$ cat config.mk
export PLATFORM = sky130hd
export DESIGN_NAME = egdrp_ctrl
export DESIGN_NICKNAME = d
export VERILOG_FILES = /design/src/design/egdrp_pkg.sv /design/src/design/egdrp_ctrl.sv
export SDC_FILE = /design/constraint.sdc
export NUM_CORES = 1
export LEC_CHECK = 0
export BUFFER_PORTS_ARGS = -buffer_cell sky130_fd_sc_hd__buf_4
export CORE_ASPECT_RATIO = 1.5
export CORE_MARGIN = 2
export CORE_UTILIZATION = 49
export CTS_CLUSTER_DIAMETER = 80
export DETAILED_ROUTE_END_ITERATION = 6
export PLACE_DENSITY_LB_ADDON = 0.2
export SLEW_MARGIN = 20
export SYNTH_ARGS = -nofsm -noshare
export SYNTH_HDL_FRONTEND = slang
export SYNTH_SLANG_ARGS = --single-unit
$ cat constraint.sdc
create_clock -name i_clk -period 2.1 [get_ports i_clk]
set_input_delay 0 -clock i_clk [delete_from_list [all_inputs] [get_ports i_clk]]
set_output_delay 0 -clock i_clk [all_outputs]
set_load 0.005 [all_outputs]
$ cat src/design/egdrp_pkg.sv
`timescale 1ns / 1ps
// Shared types, codes and defaults of the ghost-debt refresh policy unit.
package egdrp_pkg;

    localparam int DISPLAY_W_DEF = 540;
    localparam int DISPLAY_H_DEF = 960;
    localparam int TILE_SIZE_DEF = 32;
    localparam int TILES_X_DEF   = 17;
    localparam int TILES_Y_DEF   = 30;

    localparam logic [7:0] LIMIT_RST = 8'd16;

    localparam logic [2:0] KIND_INVAL = 3'd0;
    localparam logic [2:0] KIND_FLUSH = 3'd1;
    localparam logic [2:0] KIND_TEXT  = 3'd2;
    localparam logic [2:0] KIND_FULL  = 3'd3;
    localparam logic [2:0] KIND_GHOST = 3'd4;

    localparam logic [1:0] INTENT_CLEAN = 2'd0;
    localparam logic [1:0] INTENT_ANIM  = 2'd1;
    localparam logic [1:0] INTENT_TEXT  = 2'd2;

    // signed box coordinate, wide enough for tile pixel positions
    typedef logic signed [14:0] t_crd;

    typedef enum logic [2:0] {
        MODE_GC16 = 3'd0,
        MODE_GL16 = 3'd1,
        MODE_DU4  = 3'd2,
        MODE_DU   = 3'd3,
        MODE_A2   = 3'd4
    } t_mode;

    typedef enum logic [1:0] {
        WOP_TEST  = 2'd0,
        WOP_ADD   = 2'd1,
        WOP_CLEAR = 2'd2,
        WOP_SCAN  = 2'd3
    } t_wop;

    typedef struct packed {
        logic  load;
        logic  align;
        logic  clip;
        logic  merge;
        logic  walk_start;
        t_wop  wop;
        logic  mode_we;
        t_mode mode;
        logic  push_set;
        logic  ghost_load;
        logic  dirty_clear;
        logic  dirty_text;
        logic  finish;
    } t_cmd;

    typedef struct packed {
        logic       clr_busy;
        logic       walk_done;
        logic [2:0] kind;
        logic [1:0] intent;
        logic       dirty_empty;
        logic       area_empty;
        logic       big;
        logic       hit;
        logic       g_any;
        logic       out_free;
        t_mode      mode;
    } t_sts;

endpackage

$ cat src/design/egdrp_ctrl.sv
`timescale 1ns / 1ps
// Controller: sequences the steps of one request over the datapath.
module egdrp_ctrl (
    input  logic            i_clk,
    input  logic            i_rst_n,
    input  egdrp_pkg::t_sts i_sts,
    output egdrp_pkg::t_cmd o_cmd,
    input  logic            i_req_valid,
    output logic            o_req_ready
);

    typedef enum logic [10:0] {
        S_CLR    = 11'b000_0000_0001,
        S_IDLE   = 11'b000_0000_0010,
        S_ALIGN  = 11'b000_0000_0100,
        S_CLIP   = 11'b000_0000_1000,
        S_PLAN   = 11'b000_0001_0000,
        S_TEST   = 11'b000_0010_0000,
        S_PICK   = 11'b000_0100_0000,
        S_CHARGE = 11'b000_1000_0000,
        S_SCAN   = 11'b001_0000_0000,
        S_GHOST  = 11'b010_0000_0000,
        S_FINISH = 11'b100_0000_0000
    } t_state;

    t_state r_state, n_state;
    egdrp_pkg::t_mode s_mode_now;

    always_ff @(posedge i_clk) begin
        if (!i_rst_n) begin
            r_state <= S_CLR;
        end else begin
            r_state <= n_state;
        end
    end

    assign o_req_ready = (r_state == S_IDLE);

    always_comb begin
        n_state = r_state;
        o_cmd   = '0;
        case (r_state)
            S_CLR: begin
                if (!i_sts.clr_busy) n_state = S_IDLE;
            end
            S_IDLE: begin
                if (i_req_valid) begin
                    o_cmd.load = 1'b1;
                    n_state    = S_ALIGN;
                end
            end
            S_ALIGN: begin
                o_cmd.align = 1'b1;
                n_state     = S_CLIP;
            end
            S_CLIP: begin
                o_cmd.clip = 1'b1;
                n_state    = S_PLAN;
            end
            S_PLAN: begin
                case (i_sts.kind)
                    egdrp_pkg::KIND_INVAL: begin
                        o_cmd.merge = 1'b1;
                        n_state     = S_FINISH;
                    end
                    egdrp_pkg::KIND_FLUSH: begin
                        if (i_sts.dirty_empty) begin
                            n_state = S_FINISH;
                        end else if (i_sts.intent == egdrp_pkg::INTENT_CLEAN || i_sts.big) begin
                            o_cmd.mode_we = 1'b1;
                            o_cmd.mode    = egdrp_pkg::MODE_GC16;
                            n_state       = S_CHARGE;
                        end else begin
                            n_state = S_TEST;
                        end
                    end
                    egdrp_pkg::KIND_TEXT: begin
                        n_state = i_sts.area_empty ? S_FINISH : S_TEST;
                    end
                    egdrp_pkg::KIND_FULL: begin
                        o_cmd.mode_we = 1'b1;
                        o_cmd.mode    = egdrp_pkg::MODE_GC16;
                        n_state       = S_CHARGE;
                    end
                    egdrp_pkg::KIND_GHOST: begin
                        n_state = S_SCAN;
                    end
                    default: begin
                        n_state = S_FINISH;
                    end
                endcase
            end
            S_TEST: begin
                if (i_sts.walk_done) n_state = S_PICK;
            end
            S_PICK: begin
                o_cmd.mode_we = 1'b1;
                if (i_sts.hit) begin
                    o_cmd.mode = egdrp_pkg::MODE_GC16;
                end else if (i_sts.kind == egdrp_pkg::KIND_TEXT) begin
                    o_cmd.mode = egdrp_pkg::MODE_DU4;
                end else if (i_sts.intent == egdrp_pkg::INTENT_ANIM) begin
                    o_cmd.mode = egdrp_pkg::MODE_A2;
                end else if (i_sts.intent == egdrp_pkg::INTENT_TEXT) begin
                    o_cmd.mode = egdrp_pkg::MODE_DU4;
                end else begin
                    o_cmd.mode = egdrp_pkg::MODE_GL16;
                end
                n_state = S_CHARGE;
            end
            S_SCAN: begin
                if (i_sts.walk_done) n_state = S_GHOST;
            end
            S_GHOST: begin
                if (i_sts.g_any) begin
                    o_cmd.ghost_load = 1'b1;
                    o_cmd.mode_we    = 1'b1;
                    o_cmd.mode       = egdrp_pkg::MODE_GC16;
                    n_state          = S_CHARGE;
                end else begin
                    n_state = S_FINISH;
                end
            end
            S_CHARGE: begin
                if (i_sts.walk_done) begin
                    // a flush or full refresh empties the dirty box
                    o_cmd.dirty_clear = (i_sts.kind == egdrp_pkg::KIND_FLUSH) ||
                                        (i_sts.kind == egdrp_pkg::KIND_FULL);
                    o_cmd.dirty_text  = (i_sts.kind == egdrp_pkg::KIND_TEXT);
                    n_state           = S_FINISH;
                end
            end
            S_FINISH: begin
                if (i_sts.out_free) begin
                    o_cmd.finish = 1'b1;
                    n_state      = S_IDLE;
                end
            end
            default: begin
                n_state = S_CLR;
            end
        endcase

        // start a tile walk on entry to a walking state
        s_mode_now = o_cmd.mode_we ? o_cmd.mode : i_sts.mode;
        if (n_state != r_state) begin
            case (n_state)
                S_TEST: begin
                    o_cmd.walk_start = 1'b1;
                    o_cmd.wop        = egdrp_pkg::WOP_TEST;
                end
                S_SCAN: begin
                    o_cmd.walk_start = 1'b1;
                    o_cmd.wop        = egdrp_pkg::WOP_SCAN;
                end
                S_CHARGE: begin
                    o_cmd.walk_start = 1'b1;
                    o_cmd.push_set   = 1'b1;
                    o_cmd.wop        = (s_mode_now == egdrp_pkg::MODE_GC16) ?
                                       egdrp_pkg::WOP_CLEAR : egdrp_pkg::WOP_ADD;
                end
                default: begin
                    o_cmd.walk_start = 1'b0;
                end
            endcase
        end
    end

endmodule

==> results.py, run 1 <==
metrics = {
    "timing": {
        "fin_crit_sh": 0.9530,
        "timing.final.ws_setup_ps": 98.80,
        "whs_ps": 40.18,
        "skew_ps": 0.5910,
        "slew_headroom": 0.6218,
        "finalSetupViolations": 0,
        "worst_pin_slew_ps": 566.0,
        "hold_violations": 0,
        "period_minus_slack_ps": 2001,
        "fmax_mhz": 499.7,
        "slew_viol_final": 0,
    },
    "pwr": {
        "power_per_cell_area_mw_per_mm2": 429.3,
        "cell_internal_pwr_mw": 0.3988,
        "p_comb_frac": 0.342,
        "ir_drop_v": 0.0002337,
        "leakagePower_nw": 0.7001,
        "swShare": 0.3504,
        "p_switching_mw": 0.2151,
        "pwr-share-seq": 0.416,
        "clock_power_share": 0.242,
    },
    "clock_tree": {
        "clk_pin_slew_ps": 80,
        "cts_tree": "done",
        "clock_path_buffers": 2,
        "cts_root_buf": "clkbuf_4",
        "cts_sinks": 11,
        "clkLatencyLatePin_ps": 270,
        "numCtsBuffers": 3,
        "h-tree-depth": 1,
    },
    "finish": {
        "finalInstanceArea_mm2": 0.001430,
        "reg_top3": "r_state (11)",
        "regMostFlops": "r_state",
        "area_growth_pct": 35.75,
        "drive_gt1_frac": 0.3389,
        "largest_register_ffs": 11,
        "finalCoreUtilization": 0.7056,
        "diodes": 0,
        "num-nets-final": 203,
        "fin_cells": 202,
    },
    "place": {
        "placed_area_mm2": 0.001318,
        "io_buffers": 35,
        "post-place-cells": 193,
        "place_ws_ps": 286.4,
        "hpwl_um": 2371,
        "gp_congestion": 0.9333,
    },
    "floorplanning": {
        "initial_core_util": 0.5198,
        "io_pins": 36,
        "die_w_um": 41.86,
        "core_area_mm2": 0.002027,
        "die-area_mm2": 0.002545,
        "die_h_um": 60.79,
        "num_rows": 20,
    },
    "route": {
        "wire_per_inst_um": 15.22,
        "first_pass_iters": 4,
        "ant_nets": 0,
        "route.detailed.drc": 0,
        "drtIter0Drc": 44,
        "via_count": 1273,
        "routed_wl_um": 3074,
        "avgViaCountPerCell": 6.302,
    },
    "grt": {
        "grt_use_total": 0.2505,
        "grt-ovfl-total": 0,
        "grt_pass1_vias": 1192,
        "antenna_found_initial": 0,
        "grt_max_degree": 13,
        "grt_pass1_wl_um": 4912,
    },
    "setup_path": {
        "start_kind": "flop",
        "worstPathMaxFanout": 7,
        "crit_arrival_ps": 2000,
        "endpoint_kind": "primary output",
        "path_class": "reg2out",
        "cp.required_ps": 2100,
    },
    "synthesis": {
        "ys_async_sr_fraction": 0,
        "synth_nets": 163,
        "synth_edf_count": 0,
        "synthesis.area_mm2": 0.001054,
        "syn_inst": 141,
        "dominantRegCellSynth": "dfxtp_1",
        "synth-seq-cells": 11,
        "yosys_warnings": 0,
        "ys_seq_area_frac": 0.2090,
        "synth_area_per_cell_um2": 7.472,
        "ys_types": 44,
    },
    "job": {
        "cap_violations": 0,
    },
    "run_status": {
        "outcome": "completed",
    },
    "min_path": {
        "hp-class": "in2reg",
    },
}
cells by family after synthesis:
| group | share of synthesized area |
|---|---|
| compound gates | 0.2078 |
| xor+xnor | 0.02495 |
| fa+ha+maj | 0.03563 |
| buf+inv | 0.06413 |
| flops | 0.2090 |
| mux | 0.009502 |
| simple gates | 0.4489 |
critical path, cell delays in order (launching register included):
cell and delay, ps:
dfxtp_1 480, nor4b_2 400, nand4b_4 190, o21ai_4 210, o21ai_1 100, a21boi_1 200
buf_4 150
cell usage in the layout (no fill, tap or decap), types with 2 or more instances in the layout:
cell type,n
nand2b_1,3
nand3_1,4
o211ai_1,4
clkbuf_4,3
nor2_1,16
dfxtp_2,3
a21oi_1,6
inv_1,9
a21boi_1,3
nor2b_1,5
nand4_1,4
o22ai_1,3
nor3_1,9
ha_1,3
nor4_4,2
or3_1,2
o2111ai_1,2
nor3b_2,2
o21ai_0,7
and2_1,3
xor2_1,3
dfxtp_1,8
nor4_1,4
nor3b_1,4
nand2_1,6
buf_4,39
worst paths after layout:
path,start,to,slack (ps),cells after the start
hold / removal,i_sts[14],r_state[9],40,3
hold reg to reg,r_state[0],r_state[1],570,2
setup / recovery,r_state[4],o_cmd[10],100,6
setup reg to reg,r_state[1],r_state[10],370,7
final cells by class:
type	instances	area, µm²
Timing Repair Buffer	41	314.1
Clock buffer	3	22.52
Clock inverter	1	5.005
Fill cell	184	596.8
Tap cell	22	27.53
Sequential cell	11	224.0
Inverter	9	33.78
Multi-Input combinational cell	115	803.3
metal layers:
| metal | wire [µm] | vias to the layer above | GRT usage | share of wire |
|---|---|---|---|---|
| met1 | 1073 | 582 | 0.2419 | 0.35 |
| met3 | 200 | 16 | 0.03571 | 0.065 |
| met4 | 151 | 0 | 0.1613 | 0.049 |
| met2 | 1648 | 73 | 0.4933 | 0.54 |
| met5 | 0 | - | 0 | 0 |
| li1 | - | 602 | - | - |
power by group through the flow:
stage	Sequential, mW	Clock [mW]	Combinational [mW]
after floorplan	0.249	0	0.134
after global placement	0.256	0	0.188
after detailed placement	0.257	0	0.194
after CTS	0.252	0.151	0.198
after global routing	0.259	0.161	0.232
final	0.255	0.149	0.210
per-stage QoR:
step | power (mW) | setup TNS (ps)
CTS | 0.6008 | 0
detailed placement | 0.4513 | 0
global route | 0.6521 | -20.89
finish | 0.6140 | 0
floorplan | 0.3825 | 0
global placement | 0.4440 | 0
synthesized netlist by cell type (2+ instances only):
library cell,n,share of area
inv_1,9,0.032
or3_1,2,0.012
nand3_1,5,0.024
xor2_1,3,0.025
nor4_1,4,0.024
o22ai_1,3,0.018
nand2_1,6,0.021
nand2b_1,3,0.018
o21ai_0,7,0.033
nor2b_1,5,0.030
nand4_1,4,0.024
buf_2,3,0.014
and2_1,3,0.018
o211ai_1,4,0.029
o2111ai_1,2,0.017
ha_1,3,0.036
nor3b_1,5,0.036
nor2_1,16,0.057
nor3_1,10,0.048
dfxtp_1,11,0.21
nor4_4,2,0.040
a21oi_1,6,0.029
a21boi_1,3,0.021
clkbuf_1,2,0.0071
timing repair:
item	4_1_cts	5_1_grt
setup endpoints to repair	1	4
pin swaps	1	2
gates resized for setup	1	9
buffers inserted	2	2
hold endpoints to repair	2	0
hold buffers	1	0
(Power assumes the default switching activity.)
==> run 2, diff against run 1 <==
- CORE_UTILIZATION: 49 -> 50
- clock period: 2.1 -> 2.4 ns (I/O delays scaled with it)
==> run 2 against run 1 <==
Net effect: worst setup slack gained 250 ps; first-iteration DRC count is 50% lower; critical path depth rose by 2; combinational power fell by 15%; sequential power shrank 14%; count of clock-buffer cells in the layout is 1 higher; design area is 4.8% lower; wire length decreased by 7.4%.
==> results.py, run 2 (synthesized netlist as in run 1, its figures left out) <==
metrics = {
    "grt": {
        "grt_pass1_wl_um": 4547,
        "antenna_found_initial": 0,
        "grt_pass1_vias": 1102,
        "grt_max_degree": 13,
        "grt_use_total": 0.2396,
        "grt-ovfl-total": 0,
    },
    "pwr": {
        "ir_drop_v": 0.0002271,
        "leakagePower_nw": 0.6535,
        "power_per_cell_area_mw_per_mm2": 385.2,
    },
    "setup_path": {
        "worstPathMaxFanout": 10,
        "path_class": "reg2out",
        "crit_chain": "nor4_4, buf_4, buf_4, nand4_1, nor2_1, o2bb2ai_1, a21boi_1, buf_4",
        "cpMostUsedCell": "buf_4",
        "cp.required_ps": 2400,
        "critPathSlowestCell": "dfxtp_1",
        "critical_path.max_stage_delay_ps": 380,
        "endpoint_kind": "primary output",
        "crit_arrival_ps": 2050,
        "start_kind": "flop",
    },
    "timing": {
        "slew_headroom": 0.6846,
        "rsz0062_at_grt": "false",
        "fin_crit_sh": 0.8539,
        "hold_violations": 0,
        "period_minus_slack_ps": 2049,
        "slew_viol_final": 0,
        "worst_pin_slew_ps": 472.1,
        "fmax_mhz": 488.0,
        "finalSetupViolations": 0,
        "fin_tns_setup_ps": 0,
        "skew_ps": 1.822,
    },
    "place": {
        "placed_area_mm2": 0.001310,
        "io_buffers": 35,
        "gp_congestion": 0.8955,
        "hpwl_um": 2311,
    },
    "finish": {
        "finalInstanceArea_mm2": 0.001361,
        "num-nets-final": 200,
        "area_growth_pct": 29.22,
        "regMostFlops": "r_state",
        "n_fill_cell": 195,
        "largest_register_ffs": 11,
        "final_common_cell": "buf_4",
        "diodes": 0,
        "drive_gt1_frac": 0.2825,
        "final_cell_mix": "buf_4 (37), nor2_1 (16), dfxtp_1 (11), nor3_1 (10), inv_1 (9)",
        "reg_top3": "r_state (11)",
    },
    "floorplanning": {
        "core_area_mm2": 0.002002,
        "num_rows": 20,
        "io_pins": 36,
        "die_w_um": 41.48,
        "die_h_um": 60.22,
        "initial_core_util": 0.5262,
        "die-area_mm2": 0.002498,
    },
    "route": {
        "routed_wl_um": 2845,
        "avgViaCountPerCell": 5.980,
        "first_pass_iters": 4,
        "route.detailed.drc": 0,
        "drtIter0Drc": 22,
        "via_count": 1190,
        "wire_per_inst_um": 14.30,
        "ant_nets": 0,
    },
    "min_path": {
        "hp-class": "in2reg",
    },
    "clock_tree": {
        "clkLatencyLatePin_ps": 270,
        "h-tree-depth": 1,
        "cts_sinks": 11,
        "cts_tree": "done",
        "numCtsBuffers": 3,
        "clk_pin_slew_ps": 70,
        "postCtsResizedCells": 0,
        "cts_root_buf": "clkbuf_4",
        "clock_path_buffers": 2,
    },
    "run_status": {
        "outcome": "completed",
    },
    "job": {
        "cap_violations": 0,
    },
}
## run 2: changes by cell type in the layout (fill, tap and decap cells not counted), sizes merged
cell    before  now
buf         40   37
clkbuf       3    4
clkinv       1    0
## run 2: per-layer routing
metal / track usage / up-vias / wire length (µm)
met5: 0 / - / 0
met4: 0.1613 / 0 / 112
met3: 0.03021 / 10 / 133
met2: 0.4978 / 51 / 1571
met1: 0.2061 / 537 / 1027
li1: - / 592 / -
## run 2: worst paths after layout
kind	startpoint	end	slack [ps]	cells after the start
setup / recovery	r_state[3]	o_cmd[9]	350	8
hold / removal	i_sts[14]	r_state[9]	40	3
setup reg to reg	r_state[5]	r_state[10]	710	4
hold reg to reg	r_state[0]	r_state[1]	610	2
## run 2: worst max-delay path, delay by kind of cell (launching register included)
kind,cells,cell delay [ps]
AO/OA/AOI/OAI,2,240
buffers and inverters,3,480
flip-flops,1,380
AND/OR/NAND/NOR,3,680
## run 2: power breakdown
part / internal (mW) / switching, mW / total, mW
clock network: 0.0644 / 0.0616 / 0.126
logic: 0.0914 / 0.0879 / 0.179
registers: 0.194 / 0.0250 / 0.219
total: 0.350 / 0.175 / 0.524
## run 2: repair_timing
action / 4_1_cts / 5_1_grt
setup buffers: 0 / 2
hold buffers: 1 / 0
endpoints found under the hold margin: 2 / 0
endpoints found under the setup margin: 0 / 3
## run 2: layout make-up
class	count	area [µm²]	area share
multi-input combinational	115	765.7	0.5625
sequential	11	220.2	0.1618
inverter	9	33.78	0.02482
tap	22	27.53	0.02022
timing repair buffer	38	287.8	0.2114
clock buffer	4	26.28	0.01930
## run 2: per-stage QoR
stage                     instances    util  power (mW)  setup WS (ps)  hold slack [ps]
after global placement          192  0.6544      0.3779          514.2            258.0
after floorplan                 141       -      0.3347          895.2            33.24
final                           199  0.6800      0.5244          350.7            37.37
after global routing            199  0.6800      0.5576          196.2            28.71
after detailed placement        192  0.6544      0.3853          480.2            266.8
after CTS                       197  0.6725      0.5130          168.2            22.70
